### config.mk
export PLATFORM = sky130hd
export DESIGN_NAME = multi_keyword_stream_matcher_unit_flat
export DESIGN_NICKNAME = d
export VERILOG_FILES = /design/src/hw/rtl/mksm_pkg.sv /design/src/hw/rtl/mksm_if.sv /design/src/hw/rtl/mksm_ram.sv /design/src/hw/rtl/mksm_ctrl.sv /design/src/hw/rtl/mksm_dp.sv /design/src/hw/rtl/multi_keyword_stream_matcher_unit.sv /design/src/flat_wrapper.sv
export VERILOG_INCLUDE_DIRS = /design/src /design/src/hw/rtl
export SDC_FILE = /design/constraint.sdc
export NUM_CORES = 2
export LEC_CHECK = 0
export BUFFER_PORTS_ARGS = -buffer_cell sky130_fd_sc_hd__buf_2
export CAP_MARGIN = 20
export CORE_UTILIZATION = 25
export CTS_CLUSTER_DIAMETER = 40
export DETAILED_ROUTE_END_ITERATION = 16
export GPL_TIMING_DRIVEN = 0
export PLACE_DENSITY_LB_ADDON = 0.2
export RECOVER_POWER = 25
export SYNTH_ARGS = -nofsm -noshare
export SYNTH_HDL_FRONTEND = slang
export SYNTH_SLANG_ARGS = --single-unit
### constraint.sdc
create_clock -name clk -period 9.67 [get_ports clk]
set_clock_uncertainty 0.05 [all_clocks]
set_input_delay 1.4505 -clock clk [delete_from_list [all_inputs] [get_ports clk]]
set_output_delay 1.4505 -clock clk [all_outputs]
set_load 0.02 [all_outputs]
### src/hw/rtl/multi_keyword_stream_matcher_unit_assert.svh
// ----------------------------------------------------------------------------
// Assertion macros for the keyword stream matcher
// Clocked on clk, disabled while rst_n is low.
// ----------------------------------------------------------------------------
`ifndef MULTI_KEYWORD_STREAM_MATCHER_UNIT_ASSERT_SVH
`define MULTI_KEYWORD_STREAM_MATCHER_UNIT_ASSERT_SVH

// Consequent holds in the same cycle as the antecedent
`define MKSM_ASSERT_IMP(lbl, ante, cons, msg) \
    lbl: assert property (@(posedge clk) disable iff (!rst_n) (ante) |-> (cons)) \
        else $error(msg);

// Consequent holds in the cycle after the antecedent
`define MKSM_ASSERT_NXT(lbl, ante, cons, msg) \
    lbl: assert property (@(posedge clk) disable iff (!rst_n) (ante) |=> (cons)) \
        else $error(msg);

`endif

### src/hw/rtl/mksm_pkg.sv
`timescale 1ns / 1ps
// ----------------------------------------------------------------------------
// mksm_pkg
// Shared types and constants of the keyword stream matcher.
// ----------------------------------------------------------------------------
package mksm_pkg;

    localparam logic [7:0]  WILDCARD_CHAR     = 8'h09;
    localparam logic [7:0]  END_CHAR          = 8'h00;
    localparam logic [15:0] PAYLOAD_LIMIT_RST = 16'd256;
    localparam logic [31:0] IDLE_TIMEOUT_RST  = 32'd10000;

    localparam logic CMD_STREAM      = 1'b0;
    localparam logic CMD_TABLE_WRITE = 1'b1;

    typedef enum logic [1:0] {
        EV_NONE    = 2'd0,
        EV_MATCH   = 2'd1,
        EV_PAYLOAD = 2'd2
    } event_t;

    typedef enum logic [1:0] {
        CFG_ACTIVE_PATTERNS = 2'd0,
        CFG_PAYLOAD_LIMIT   = 2'd1,
        CFG_IDLE_TIMEOUT    = 2'd2
    } cfg_index_t;

    typedef enum logic [2:0] {
        ST_IDLE,
        ST_PRE,
        ST_READ,
        ST_EVAL,
        ST_DONE
    } state_t;

    typedef struct packed {
        logic latch;
        logic pre;
        logic eval;
        logic load_out;
    } dp_cmd_t;

    typedef struct packed {
        logic item_cmd;
        logic payload_step;
        logic no_keywords;
        logic last_keyword;
        logic out_free;
    } dp_status_t;

    typedef struct packed {
        event_t      ev;
        logic [2:0]  keyword_id;
        logic [15:0] index;
        logic [7:0]  data;
        logic        last;
        logic        timed;
    } result_t;

endpackage

### src/hw/rtl/mksm_if.sv
`timescale 1ns / 1ps
// ----------------------------------------------------------------------------
// mksm_in_if / mksm_out_if
// Valid/ready channels for input items and result items.
// ----------------------------------------------------------------------------
interface mksm_in_if;
    logic        valid;
    logic        ready;
    logic        cmd;
    logic [7:0]  char_value;
    logic [31:0] time_ms;
    logic        consumer_stop;
    logic [2:0]  write_pattern;
    logic [3:0]  write_position;

    modport source (
        output valid, cmd, char_value, time_ms, consumer_stop, write_pattern,
               write_position,
        input  ready
    );

    modport sink (
        input  valid, cmd, char_value, time_ms, consumer_stop, write_pattern,
               write_position,
        output ready
    );
endinterface

interface mksm_out_if;
    logic        valid;
    logic        ready;
    logic [1:0]  event_res;
    logic [2:0]  keyword_id;
    logic [15:0] payload_index;
    logic [7:0]  payload_byte;
    logic        payload_last;
    logic        timed_out;

    modport source (
        output valid, event_res, keyword_id, payload_index, payload_byte,
               payload_last, timed_out,
        input  ready
    );

    modport sink (
        input  valid, event_res, keyword_id, payload_index, payload_byte,
               payload_last, timed_out,
        output ready
    );
endinterface

### src/hw/rtl/mksm_ram.sv
`timescale 1ns / 1ps
// ----------------------------------------------------------------------------
// mksm_ram
// Generic RAM: one write port, two registered read ports.
// ----------------------------------------------------------------------------
module mksm_ram #(
    parameter int WIDTH  = 8,
    parameter int DEPTH  = 128,
    parameter int ADDR_W = $clog2(DEPTH)
) (
    input  logic              clk,
    input  logic              we,
    input  logic [ADDR_W-1:0] waddr,
    input  logic [WIDTH-1:0]  wdata,
    input  logic [ADDR_W-1:0] raddr_a,
    input  logic [ADDR_W-1:0] raddr_b,
    output logic [WIDTH-1:0]  rdata_a,
    output logic [WIDTH-1:0]  rdata_b
);

    logic [WIDTH-1:0] mem_reg [DEPTH];
    logic [WIDTH-1:0] rdata_a_reg;
    logic [WIDTH-1:0] rdata_b_reg;

    always_ff @(posedge clk)
    begin
        if (we)
        begin
            mem_reg[waddr] <= wdata;
        end
        rdata_a_reg <= mem_reg[raddr_a];
        rdata_b_reg <= mem_reg[raddr_b];
    end

    assign rdata_a = rdata_a_reg;
    assign rdata_b = rdata_b_reg;

endmodule

### src/hw/rtl/mksm_ctrl.sv
`timescale 1ns / 1ps
// ----------------------------------------------------------------------------
// mksm_ctrl
// Sequencer: takes an item, walks the keywords, hands the result over.
// ----------------------------------------------------------------------------
`include "multi_keyword_stream_matcher_unit_assert.svh"

module mksm_ctrl
    import mksm_pkg::*;
(
    input  logic       clk,
    input  logic       rst_n,
    input  logic       item_valid,
    output logic       item_ready,
    input  dp_status_t sts,
    output dp_cmd_t    ctl
);

    state_t state_reg;
    state_t state_next;

    always_comb
    begin
        state_next = state_reg;
        unique case (state_reg)
            ST_IDLE:
            begin
                if (item_valid)
                begin
                    state_next = ST_PRE;
                end
            end
            ST_PRE:
            begin
                if (sts.item_cmd || sts.payload_step || sts.no_keywords)
                begin
                    state_next = ST_DONE;
                end
                else
                begin
                    state_next = ST_READ;
                end
            end
            ST_READ:
            begin
                state_next = ST_EVAL;
            end
            ST_EVAL:
            begin
                state_next = sts.last_keyword ? ST_DONE : ST_READ;
            end
            ST_DONE:
            begin
                if (sts.out_free)
                begin
                    state_next = ST_IDLE;
                end
            end
            default:
            begin
                state_next = ST_IDLE;
            end
        endcase
    end

    always_comb
    begin
        item_ready   = 1'b0;
        ctl          = '0;
        unique case (state_reg)
            ST_IDLE:
            begin
                item_ready = 1'b1;
                ctl.latch  = item_valid;
            end
            ST_PRE:
            begin
                ctl.pre = 1'b1;
            end
            ST_READ:
            begin
            end
            ST_EVAL:
            begin
                ctl.eval = 1'b1;
            end
            ST_DONE:
            begin
                ctl.load_out = sts.out_free;
            end
            default:
            begin
            end
        endcase
    end

    always_ff @(posedge clk or negedge rst_n)
    begin
        if (!rst_n)
        begin
            state_reg <= ST_IDLE;
        end
        else
        begin
            state_reg <= state_next;
        end
    end

    `MKSM_ASSERT_NXT(a_read_then_eval, state_reg == ST_READ, state_reg == ST_EVAL, "read not followed by evaluate")
    `MKSM_ASSERT_NXT(a_done_to_idle, state_reg == ST_DONE && sts.out_free, state_reg == ST_IDLE, "result handed over but not idle")

endmodule

### src/hw/rtl/mksm_dp.sv
`timescale 1ns / 1ps
// ----------------------------------------------------------------------------
// mksm_dp
// Datapath: keyword table, progress counts, payload phase and result register.
// ----------------------------------------------------------------------------
`include "multi_keyword_stream_matcher_unit_assert.svh"

module mksm_dp
    import mksm_pkg::*;
#(
    parameter int NUM_PATTERNS    = 8,
    parameter int MAX_PATTERN_LEN = 16
) (
    input  logic        clk,
    input  logic        rst_n,
    input  dp_cmd_t     ctl,
    output dp_status_t  sts,
    input  logic        cmd,
    input  logic [7:0]  char_value,
    input  logic [31:0] time_ms,
    input  logic        consumer_stop,
    input  logic [2:0]  write_pattern,
    input  logic [3:0]  write_position,
    input  logic        cfg_we,
    input  logic [1:0]  cfg_index,
    input  logic [31:0] cfg_data,
    output logic        result_valid,
    input  logic        result_ready,
    output logic [1:0]  event_res,
    output logic [2:0]  keyword_id,
    output logic [15:0] payload_index,
    output logic [7:0]  payload_byte,
    output logic        payload_last,
    output logic        timed_out
);

    localparam int KW_W   = (NUM_PATTERNS > 1) ? $clog2(NUM_PATTERNS) : 1;
    localparam int CNT_W  = $clog2(NUM_PATTERNS + 1);
    localparam int P_W    = $clog2(MAX_PATTERN_LEN + 1);
    localparam int DEPTH  = NUM_PATTERNS * MAX_PATTERN_LEN;
    localparam int ADDR_W = $clog2(DEPTH);
    localparam logic [P_W-1:0] P_MAX = P_W'(MAX_PATTERN_LEN);

    // item held for the duration of its processing
    logic        cmd_reg;
    logic [7:0]  char_reg;
    logic [31:0] time_reg;
    logic        stop_reg;
    logic [2:0]  wpat_reg;
    logic [3:0]  wpos_reg;
    logic        cmd_next;
    logic [7:0]  char_next;
    logic [31:0] time_next;
    logic        stop_next;
    logic [2:0]  wpat_next;
    logic [3:0]  wpos_next;

    logic [3:0]  active_reg;
    logic [15:0] limit_reg;
    logic [31:0] timeout_reg;
    logic [3:0]  active_next;
    logic [15:0] limit_next;
    logic [31:0] timeout_next;

    logic [P_W-1:0] progress_reg [NUM_PATTERNS];
    logic [P_W-1:0] progress_next [NUM_PATTERNS];
    logic [7:0]     first_reg [NUM_PATTERNS];
    logic [7:0]     first_next [NUM_PATTERNS];

    logic [7:0]      lac_reg;
    logic            in_payload_reg;
    logic [KW_W-1:0] cur_reg;
    logic [15:0]     count_reg;
    logic [31:0]     start_reg;
    logic [KW_W-1:0] k_reg;
    logic [7:0]      lac_next;
    logic            in_payload_next;
    logic [KW_W-1:0] cur_next;
    logic [15:0]     count_next;
    logic [31:0]     start_next;
    logic [KW_W-1:0] k_next;

    result_t res_reg;
    result_t res_next;
    result_t out_reg;
    result_t out_next;
    logic    out_valid_reg;
    logic    out_valid_next;

    logic [CNT_W-1:0]  n_active;
    logic [31:0]       elapsed;
    logic              timeout_hit;
    logic              payload_step;
    logic [15:0]       count_inc;
    logic              phase_end;
    logic [P_W-1:0]    p_cur;
    logic [P_W-1:0]    p_inc;
    logic [7:0]        first_cur;
    logic              at_end;
    logic [7:0]        ch_cur;
    logic              char_hit;
    logic              next_end;
    logic              wr_ok;
    logic              ram_we;
    logic [ADDR_W-1:0] waddr;
    logic [ADDR_W-1:0] row_base;
    logic [ADDR_W-1:0] raddr_a;
    logic [ADDR_W-1:0] raddr_b;
    logic [7:0]        rd_a;
    logic [7:0]        rd_b;

    mksm_ram #(
        .WIDTH  (8),
        .DEPTH  (DEPTH),
        .ADDR_W (ADDR_W)
    ) u_table (
        .clk     (clk),
        .we      (ram_we),
        .waddr   (waddr),
        .wdata   (char_reg),
        .raddr_a (raddr_a),
        .raddr_b (raddr_b),
        .rdata_a (rd_a),
        .rdata_b (rd_b)
    );

    always_comb
    begin
        if (int'(active_reg) > NUM_PATTERNS)
        begin
            n_active = CNT_W'(NUM_PATTERNS);
        end
        else
        begin
            n_active = CNT_W'(active_reg);
        end
    end

    // wrapping distance from phase entry
    assign elapsed      = time_reg - start_reg;
    assign timeout_hit  = in_payload_reg && (elapsed >= timeout_reg);
    assign payload_step = in_payload_reg && !timeout_hit;
    assign count_inc    = count_reg + 16'd1;
    assign phase_end    = stop_reg || (count_inc >= limit_reg);

    // table write
    assign wr_ok  = (int'(wpat_reg) < NUM_PATTERNS) && (int'(wpos_reg) < MAX_PATTERN_LEN);
    assign ram_we = ctl.pre && (cmd_reg == CMD_TABLE_WRITE) && wr_ok;
    assign waddr  = ADDR_W'(wpat_reg) * ADDR_W'(MAX_PATTERN_LEN) + ADDR_W'(wpos_reg);

    // current keyword: its expected char and the one after it
    assign p_cur     = progress_reg[k_reg];
    assign first_cur = first_reg[k_reg];
    assign at_end    = (p_cur == P_MAX);
    assign p_inc     = at_end ? P_MAX : (p_cur + P_W'(1));
    assign row_base  = ADDR_W'(k_reg) * ADDR_W'(MAX_PATTERN_LEN);
    assign raddr_a   = row_base + ADDR_W'(p_cur);
    assign raddr_b   = row_base + ADDR_W'(p_inc);
    // past the last position the table reads as the terminator
    assign ch_cur    = at_end ? END_CHAR : rd_a;
    assign char_hit  = (char_reg == ch_cur) || (ch_cur == WILDCARD_CHAR);
    assign next_end  = (p_inc == P_MAX) || (rd_b == END_CHAR);

    assign sts.item_cmd     = (cmd_reg == CMD_TABLE_WRITE);
    assign sts.payload_step = payload_step;
    assign sts.no_keywords  = (n_active == '0);
    assign sts.last_keyword = ((CNT_W'(k_reg) + CNT_W'(1)) == n_active);
    assign sts.out_free     = !out_valid_reg || result_ready;

    always_comb
    begin
        cmd_next        = cmd_reg;
        char_next       = char_reg;
        time_next       = time_reg;
        stop_next       = stop_reg;
        wpat_next       = wpat_reg;
        wpos_next       = wpos_reg;
        active_next     = active_reg;
        limit_next      = limit_reg;
        timeout_next    = timeout_reg;
        progress_next   = progress_reg;
        first_next      = first_reg;
        lac_next        = lac_reg;
        in_payload_next = in_payload_reg;
        cur_next        = cur_reg;
        count_next      = count_reg;
        start_next      = start_reg;
        k_next          = k_reg;
        res_next        = res_reg;
        out_next        = out_reg;
        out_valid_next  = out_valid_reg;

        if (cfg_we)
        begin
            unique case (cfg_index_t'(cfg_index))
                CFG_ACTIVE_PATTERNS: active_next  = cfg_data[3:0];
                CFG_PAYLOAD_LIMIT:   limit_next   = cfg_data[15:0];
                CFG_IDLE_TIMEOUT:    timeout_next = cfg_data;
                default:
                begin
                end
            endcase
        end

        if (ctl.latch)
        begin
            cmd_next  = cmd;
            char_next = char_value;
            time_next = time_ms;
            stop_next = consumer_stop;
            wpat_next = write_pattern;
            wpos_next = write_position;
        end

        if (ctl.pre)
        begin
            k_next   = '0;
            res_next = '0;
            if (cmd_reg == CMD_TABLE_WRITE)
            begin
                // keep a copy of each first char for the mismatch restart
                if (wr_ok && (wpos_reg == 4'd0))
                begin
                    first_next[KW_W'(wpat_reg)] = char_reg;
                end
            end
            else
            begin
                if (!in_payload_reg)
                begin
                    start_next = time_reg;
                end
                else if (timeout_hit)
                begin
                    // abandon the phase, then match this byte normally
                    start_next      = time_reg;
                    in_payload_next = 1'b0;
                    res_next.timed  = 1'b1;
                    for (int i = 0; i < NUM_PATTERNS; i++)
                    begin
                        if (i < int'(n_active))
                        begin
                            progress_next[i] = '0;
                        end
                    end
                end

                if (payload_step)
                begin
                    res_next.ev         = EV_PAYLOAD;
                    res_next.keyword_id = 3'(cur_reg);
                    res_next.index      = count_reg;
                    res_next.data       = char_reg;
                    res_next.last       = phase_end;
                    count_next          = count_inc;
                    if (phase_end)
                    begin
                        in_payload_next = 1'b0;
                        for (int i = 0; i < NUM_PATTERNS; i++)
                        begin
                            if (i < int'(n_active))
                            begin
                                progress_next[i] = '0;
                            end
                        end
                    end
                end
            end
        end

        if (ctl.eval)
        begin
            k_next = k_reg + KW_W'(1);
            if (char_hit)
            begin
                lac_next             = char_reg;
                progress_next[k_reg] = p_inc;
                if (next_end)
                begin
                    // later keywords overwrite, so the highest index wins
                    cur_next            = k_reg;
                    in_payload_next     = 1'b1;
                    count_next          = '0;
                    res_next.ev         = EV_MATCH;
                    res_next.keyword_id = 3'(k_reg);
                end
            end
            else if (lac_reg == first_cur)
            begin
                progress_next[k_reg] = P_W'(1);
            end
            else
            begin
                progress_next[k_reg] = '0;
            end
        end

        if (ctl.load_out)
        begin
            out_valid_next = 1'b1;
            out_next       = res_reg;
        end
        else if (out_valid_reg && result_ready)
        begin
            out_valid_next = 1'b0;
        end
    end

    always_ff @(posedge clk or negedge rst_n)
    begin
        if (!rst_n)
        begin
            active_reg     <= 4'd0;
            limit_reg      <= PAYLOAD_LIMIT_RST;
            timeout_reg    <= IDLE_TIMEOUT_RST;
            progress_reg   <= '{default: '0};
            lac_reg        <= 8'd0;
            in_payload_reg <= 1'b0;
            cur_reg        <= '0;
            count_reg      <= 16'd0;
            start_reg      <= 32'd0;
            k_reg          <= '0;
            out_valid_reg  <= 1'b0;
        end
        else
        begin
            active_reg     <= active_next;
            limit_reg      <= limit_next;
            timeout_reg    <= timeout_next;
            progress_reg   <= progress_next;
            lac_reg        <= lac_next;
            in_payload_reg <= in_payload_next;
            cur_reg        <= cur_next;
            count_reg      <= count_next;
            start_reg      <= start_next;
            k_reg          <= k_next;
            out_valid_reg  <= out_valid_next;
        end
    end

    always_ff @(posedge clk)
    begin
        cmd_reg   <= cmd_next;
        char_reg  <= char_next;
        time_reg  <= time_next;
        stop_reg  <= stop_next;
        wpat_reg  <= wpat_next;
        wpos_reg  <= wpos_next;
        first_reg <= first_next;
        res_reg   <= res_next;
        out_reg   <= out_next;
    end

    assign result_valid  = out_valid_reg;
    assign event_res     = out_reg.ev;
    assign keyword_id    = out_reg.keyword_id;
    assign payload_index = out_reg.index;
    assign payload_byte  = out_reg.data;
    assign payload_last  = out_reg.last;
    assign timed_out     = out_reg.timed;

    `MKSM_ASSERT_NXT(a_phase_start, ctl.pre && cmd_reg == CMD_STREAM && !in_payload_reg, start_reg == $past(time_reg), "phase start not taken from byte")
    `MKSM_ASSERT_NXT(a_match_enters_payload, ctl.eval && char_hit && next_end, in_payload_reg, "completed keyword did not start payload")
    `MKSM_ASSERT_IMP(a_payload_not_timed, out_valid_reg && out_reg.ev == EV_PAYLOAD, !out_reg.timed, "payload byte flagged as timed out")

endmodule

### src/hw/rtl/multi_keyword_stream_matcher_unit.sv
`timescale 1ns / 1ps
// ----------------------------------------------------------------------------
// multi_keyword_stream_matcher_unit
// Matches a byte stream against loaded keywords and passes on the payload.
// ----------------------------------------------------------------------------
// One item is taken at a time. A table write or a payload byte passes through
// the IDLE, PRE and DONE states; a stream byte outside the payload phase also
// visits N = min(active_patterns, NUM_PATTERNS) keywords one after another
// through the shared keyword table RAM, in a READ state and an EVAL state each.
// The result sits in an output register, so a new item is taken while the
// previous result waits. No clearing pass after reset; reading a keyword
// position that was never written gives undefined results.
// ----------------------------------------------------------------------------
module multi_keyword_stream_matcher_unit
    import mksm_pkg::*;
#(
    parameter int NUM_PATTERNS    = 8,
    parameter int MAX_PATTERN_LEN = 16
) (
    input  logic        clk,
    input  logic        rst_n,
    mksm_in_if.sink     stream,
    mksm_out_if.source  result,
    input  logic        cfg_we,
    input  logic [1:0]  cfg_index,
    input  logic [31:0] cfg_data
);

    dp_cmd_t    ctl;
    dp_status_t sts;
    logic       item_ready;

    assign stream.ready = item_ready;

    mksm_ctrl u_ctrl (
        .clk        (clk),
        .rst_n      (rst_n),
        .item_valid (stream.valid),
        .item_ready (item_ready),
        .sts        (sts),
        .ctl        (ctl)
    );

    mksm_dp #(
        .NUM_PATTERNS    (NUM_PATTERNS),
        .MAX_PATTERN_LEN (MAX_PATTERN_LEN)
    ) u_dp (
        .clk            (clk),
        .rst_n          (rst_n),
        .ctl            (ctl),
        .sts            (sts),
        .cmd            (stream.cmd),
        .char_value     (stream.char_value),
        .time_ms        (stream.time_ms),
        .consumer_stop  (stream.consumer_stop),
        .write_pattern  (stream.write_pattern),
        .write_position (stream.write_position),
        .cfg_we         (cfg_we),
        .cfg_index      (cfg_index),
        .cfg_data       (cfg_data),
        .result_valid   (result.valid),
        .result_ready   (result.ready),
        .event_res      (result.event_res),
        .keyword_id     (result.keyword_id),
        .payload_index  (result.payload_index),
        .payload_byte   (result.payload_byte),
        .payload_last   (result.payload_last),
        .timed_out      (result.timed_out)
    );

endmodule
### src/flat_wrapper.sv
// flat-port wrapper written by rule: the top's interface ports become plain ports
module multi_keyword_stream_matcher_unit_flat import mksm_pkg::*;
#(
    parameter int NUM_PATTERNS    = 8,
    parameter int MAX_PATTERN_LEN = 16
)
  (clk, rst_n, cfg_we, cfg_index, cfg_data, stream_valid, stream_cmd, stream_char_value, stream_time_ms, stream_consumer_stop, stream_write_pattern, stream_write_position, stream_ready, result_valid, result_event_res, result_keyword_id, result_payload_index, result_payload_byte, result_payload_last, result_timed_out, result_ready);
  mksm_in_if stream_i ();
  mksm_out_if result_i ();
  input  logic clk;
  input  logic rst_n;
  input  logic cfg_we;
  input  logic [1:0] cfg_index;
  input  logic [31:0] cfg_data;
  input wire logic [$bits(stream_i.valid)-1:0] stream_valid;
  input wire logic [$bits(stream_i.cmd)-1:0] stream_cmd;
  input wire logic [$bits(stream_i.char_value)-1:0] stream_char_value;
  input wire logic [$bits(stream_i.time_ms)-1:0] stream_time_ms;
  input wire logic [$bits(stream_i.consumer_stop)-1:0] stream_consumer_stop;
  input wire logic [$bits(stream_i.write_pattern)-1:0] stream_write_pattern;
  input wire logic [$bits(stream_i.write_position)-1:0] stream_write_position;
  output wire logic [$bits(stream_i.ready)-1:0] stream_ready;
  output wire logic [$bits(result_i.valid)-1:0] result_valid;
  output wire logic [$bits(result_i.event_res)-1:0] result_event_res;
  output wire logic [$bits(result_i.keyword_id)-1:0] result_keyword_id;
  output wire logic [$bits(result_i.payload_index)-1:0] result_payload_index;
  output wire logic [$bits(result_i.payload_byte)-1:0] result_payload_byte;
  output wire logic [$bits(result_i.payload_last)-1:0] result_payload_last;
  output wire logic [$bits(result_i.timed_out)-1:0] result_timed_out;
  input wire logic [$bits(result_i.ready)-1:0] result_ready;
  assign stream_i.valid = stream_valid;
  assign stream_i.cmd = stream_cmd;
  assign stream_i.char_value = stream_char_value;
  assign stream_i.time_ms = stream_time_ms;
  assign stream_i.consumer_stop = stream_consumer_stop;
  assign stream_i.write_pattern = stream_write_pattern;
  assign stream_i.write_position = stream_write_position;
  assign stream_ready = stream_i.ready;
  assign result_valid = result_i.valid;
  assign result_event_res = result_i.event_res;
  assign result_keyword_id = result_i.keyword_id;
  assign result_payload_index = result_i.payload_index;
  assign result_payload_byte = result_i.payload_byte;
  assign result_payload_last = result_i.payload_last;
  assign result_timed_out = result_i.timed_out;
  assign result_i.ready = result_ready;
  multi_keyword_stream_matcher_unit #(.NUM_PATTERNS(NUM_PATTERNS), .MAX_PATTERN_LEN(MAX_PATTERN_LEN)) u_core (.clk(clk), .rst_n(rst_n), .stream(stream_i), .result(result_i), .cfg_we(cfg_we), .cfg_index(cfg_index), .cfg_data(cfg_data));
endmodule
==> flow_summary.json <==
{
  "reg2reg_from": "u_core.u_dp.k_reg[1]",
  "die_y_um": 519,
  "drt-total-wl_um": 355000,
  "grt_pass1_wl_um": 466000,
  "whs_ps": 364,
  "timing.slew.headroom_pct": -96.1,
  "cts_buffers": 288,
  "synthCells": 5922,
  "fin_cells": 10200,
  "syn_nets": 6098,
  "antenna_found_initial": 28,
  "drt_iter0_drc": 8759,
  "tightest_slew_ps": 2940,
  "routed.top_layer": "met5",
  "synth_seq_area_share_pct": 60.3,
  "grt_pass1_vias": 52700,
  "wire_per_inst_um": 34.6,
  "worstSetupStartpoint": "u_core.u_dp.k_reg[1]",
  "gp_congestion": 1.08,
  "layout.nets": 6668,
  "ctsResizeCount": 0,
  "r2r_end": "u_core.u_dp.u_table.rdata_b[0]",
  "detail-route-antenna-nets": 0,
  "fillers": 26900,
  "grt-ovfl-total": 0,
  "floorplan.initialDensity_pct": 25.2,
  "cap_viol_max_count": 1,
  "largest_register_ffs": 1024,
  "rsz0062_at_grt": "no",
  "path_cells": "buf_6 -> nor3b_1 -> o21ai_1 -> and2_1 -> buf_6 -> clkinv_8 -> buf_8 -> buf_6 -> buf_4 -> buf_2 -> ha_1 -> nand3_1 -> xnor2_1 -> ha_1 -> ha_1 -> xor2_1 -> or3_1 -> clkbuf_1 -> a211oi_2 -> nand2_1 -> nand4_1 -> nor3_1 -> nand4_1",
  "synth_edf_count": 1194,
  "hold_viol": 0,
  "r2r_slack_ps": 400,
  "path_class": "reg -> reg",
  "wirelength_met1_um": 137000,
  "ys.flop_type": "edfxtp_1",
  "wl_met2_um": 148000,
  "ys_types": 83,
  "startpoint_type": "register",
  "dp_hpwl_um": 268000,
  "ios": 121,
  "coreArea_mm2": 0.265,
  "cts.sink_count": 1374,
  "slowest_delay_ps": 1000,
  "drtPass1Iterations": 8,
  "ys_async_sr_fraction_pct": 11.6,
  "dp.cells": 9721,
  "htreeDepth": 5,
  "fmax_mhz": 108,
  "required_ps": 10390,
  "row_count": 189,
  "io_buffers": 120,
  "syn_area_mm2": 0.0668,
  "reg2reg_depth": 23,
  "crit_arrival_ps": 9990,
  "multiInputGateArea_mm2": 0.0242,
  "dr_total_vias": 56300,
  "crit_slowest_cell": "xor2_1",
  "clkLatencyLatePin_ps": 950,
  "worstPathMaxFanout": 10,
  "critPathCaptureType": "register",
  "final.min_clock_period_ps": 9270,
  "yosys_warnings": 0,
  "hp-class": "reg -> reg",
  "synth_area_per_cell_um2": 11.3,
  "hold_buffers": 0,
  "wl_met3_um": 40000,
  "grt_use_total_pct": 25.6,
  "die_area_mm2": 0.269,
  "final_layout_size_suffix_gt1_share_pct": 16.7,
  "grt_max_degree": 111,
  "clockBufferDepth": 4,
  "timing.setup.tns_ps": 0,
  "min_path_cells": 0,
  "ys_ff_latch": 1374,
  "cts-root-buf": "clkbuf_16",
  "die_w_um": 519,
  "regArea_mm2": 0.0403,
  "setup_viol": 0,
  "cp-endpoint": "u_core.u_dp.u_table.rdata_b[0]",
  "fin_crit_sh_pct": 95.9,
  "max-vdd-ir-drop_mv": 0.209,
  "cts_setup_buffers": 0,
  "area_delta_synth_final_pct": 25.7,
  "slew_viol_final": 50,
  "clk_pin_slew_worst_paths_ps": 50,
  "cts_tree": "yes",
  "violations": "max-capacitance violations, max-slew violations",
  "vias_per_cell": 5.49,
  "p_leak_nw": 30.2,
  "power.density_mw_per_mm2": 278,
  "status": "complete, but fails checks",
  "drc_errors": 0
}
how the worst min path moves through the flow:
| stage | from | end | slack [ps] |
|---|---|---|---|
| 5_1_grt | u_core.u_dp.res_reg[17] | u_core.u_dp.payload_index[7] | 370 |
| 3_3_place_gp | u_core.u_dp.res_reg[1] | u_core.u_dp.payload_last | 360 |
| 2_1_floorplan | u_core.u_dp.res_reg[2] | u_core.u_dp.payload_byte[0] | 350 |
| 3_5_place_dp | u_core.u_dp.res_reg[18] | u_core.u_dp.payload_index[8] | 350 |
| 6_report | u_core.u_dp.res_reg[18] | u_core.u_dp.payload_index[8] | 360 |
| 4_1_cts | rst_n | u_core.u_dp.start_reg[12] | 340 |
layer usage:
| layer | vias to the layer above | global-route usage [%] |
|---|---|---|
| met5 | - | 0 |
| met4 | 22 | 18.5 |
| met3 | 1003 | 7.42 |
| met2 | 3971 | 37.3 |
| met1 | 28200 | 32.3 |
| li1 | 23100 | - |
stage by stage:
| step | util (%) | area (um2) | total power, mW | setup WS (ps) |
|---|---|---|---|---|
| floorplan | - | 66800 | 10.3 | 4400 |
| global placement | 27.1 | 71800 | 12.9 | 49.8 |
| detailed placement | 28.2 | 74800 | 13.3 | 948 |
| CTS | 31.8 | 84500 | 23.3 | 870 |
| global route | 31.6 | 84000 | 23.9 | 804 |
| finish | 31.7 | 84000 | 23.4 | 396 |
where the power goes:
group | switching (mW) | leakage [nW] | internal, mW
Combinational | 4.25 | 12.5 | 1.83
Sequential | 0.188 | 13.0 | 7.01
Clock | 3.40 | 4.67 | 6.68
final cells by class:
| class | instances | share of cell area, % |
|---|---|---|
| antenna | 13 | 0.0387 |
| buffer | 384 | 2.47 |
| multi-input combinational | 4063 | 28.8 |
| clock buffer | 330 | 9.05 |
| timing repair buffer | 280 | 3.53 |
| tap | 3533 | 5.26 |
| sequential | 1374 | 47.9 |
| clock inverter | 171 | 2.49 |
| inverter | 101 | 0.466 |
logic make-up after synthesis:
logic type                 after synthesis  synth area share [%]
AOI/OAI and AO/OA                      768                  8.07
xor gates and xnor gates                78                  1.02
adders and majority gates               88                  1.66
buffers and inverters                  485                  3.65
DFF                                   1374                  60.3
muxes                                  422                  7.76
and+or+nand+nor                       2707                  17.6
synthesized netlist by cell type, types with 9 or more instances:
cell	number	area share, %
a211oi_1	24	0.27
a21boi_0	22	0.25
a21o_1	34	0.38
a21oi_1	176	1.3
a221oi_1	29	0.38
a22oi_1	17	0.19
a31oi_1	102	0.96
a32oi_1	59	0.77
and2_1	35	0.33
and3_1	27	0.25
buf_1	38	0.21
buf_2	108	0.81
buf_4	35	0.39
buf_6	25	0.42
clkbuf_1	167	0.94
dfrtp_1	153	5.7
dfxtp_1	21	0.63
edfxtp_1	1194	54
ha_1	87	1.6
inv_1	98	0.55
mux2_2	95	1.6
mux2i_1	258	3.9
mux4_2	67	2.3
nand2_1	1510	8.5
nand2b_1	35	0.33
nand3_1	589	4.4
nand4_1	110	1.0
nor2_1	234	1.3
nor2b_1	20	0.19
nor3_1	101	0.76
nor4_1	19	0.18
o211ai_1	13	0.15
o21ai_0	82	0.61
o21ai_1	9	0.067
o221a_1	9	0.15
o221a_2	23	0.39
o221ai_1	32	0.42
o22ai_1	44	0.41
o32a_1	22	0.33
o32ai_1	13	0.17
xnor2_1	33	0.43
xor2_1	45	0.59
cell usage in the layout, fill, tap and decap left out, types with 95 or more instances in the layout:
master / Yosys / final
nand3_1: 589 / 589
nand4_1: 110 / 110
dfrtp_1: 153 / 153
inv_1: 98 / 98
mux2_2: 95 / 95
nand2_1: 1510 / 1510
a31oi_1: 102 / 102
buf_2: 108 / 214
a21oi_1: 176 / 176
nor3_1: 101 / 101
edfxtp_1: 1194 / 1194
mux2i_1: 258 / 258
clkbuf_1: 167 / 219
nor2_1: 234 / 232
clkbuf_16: 0 / 294
worst max-delay path, delay by kind of cell (launching register included):
kind | cells | cell delay (ps)
AOI/OAI and AO/OA | 2 | 730
xor gates and xnor gates | 2 | 1600
adders and majority gates | 3 | 930
buffers and inverters | 8 | 2560
DFF | 1 | 550
and+or+nand+nor | 8 | 2570
Power figures use the tool's default switching activity.
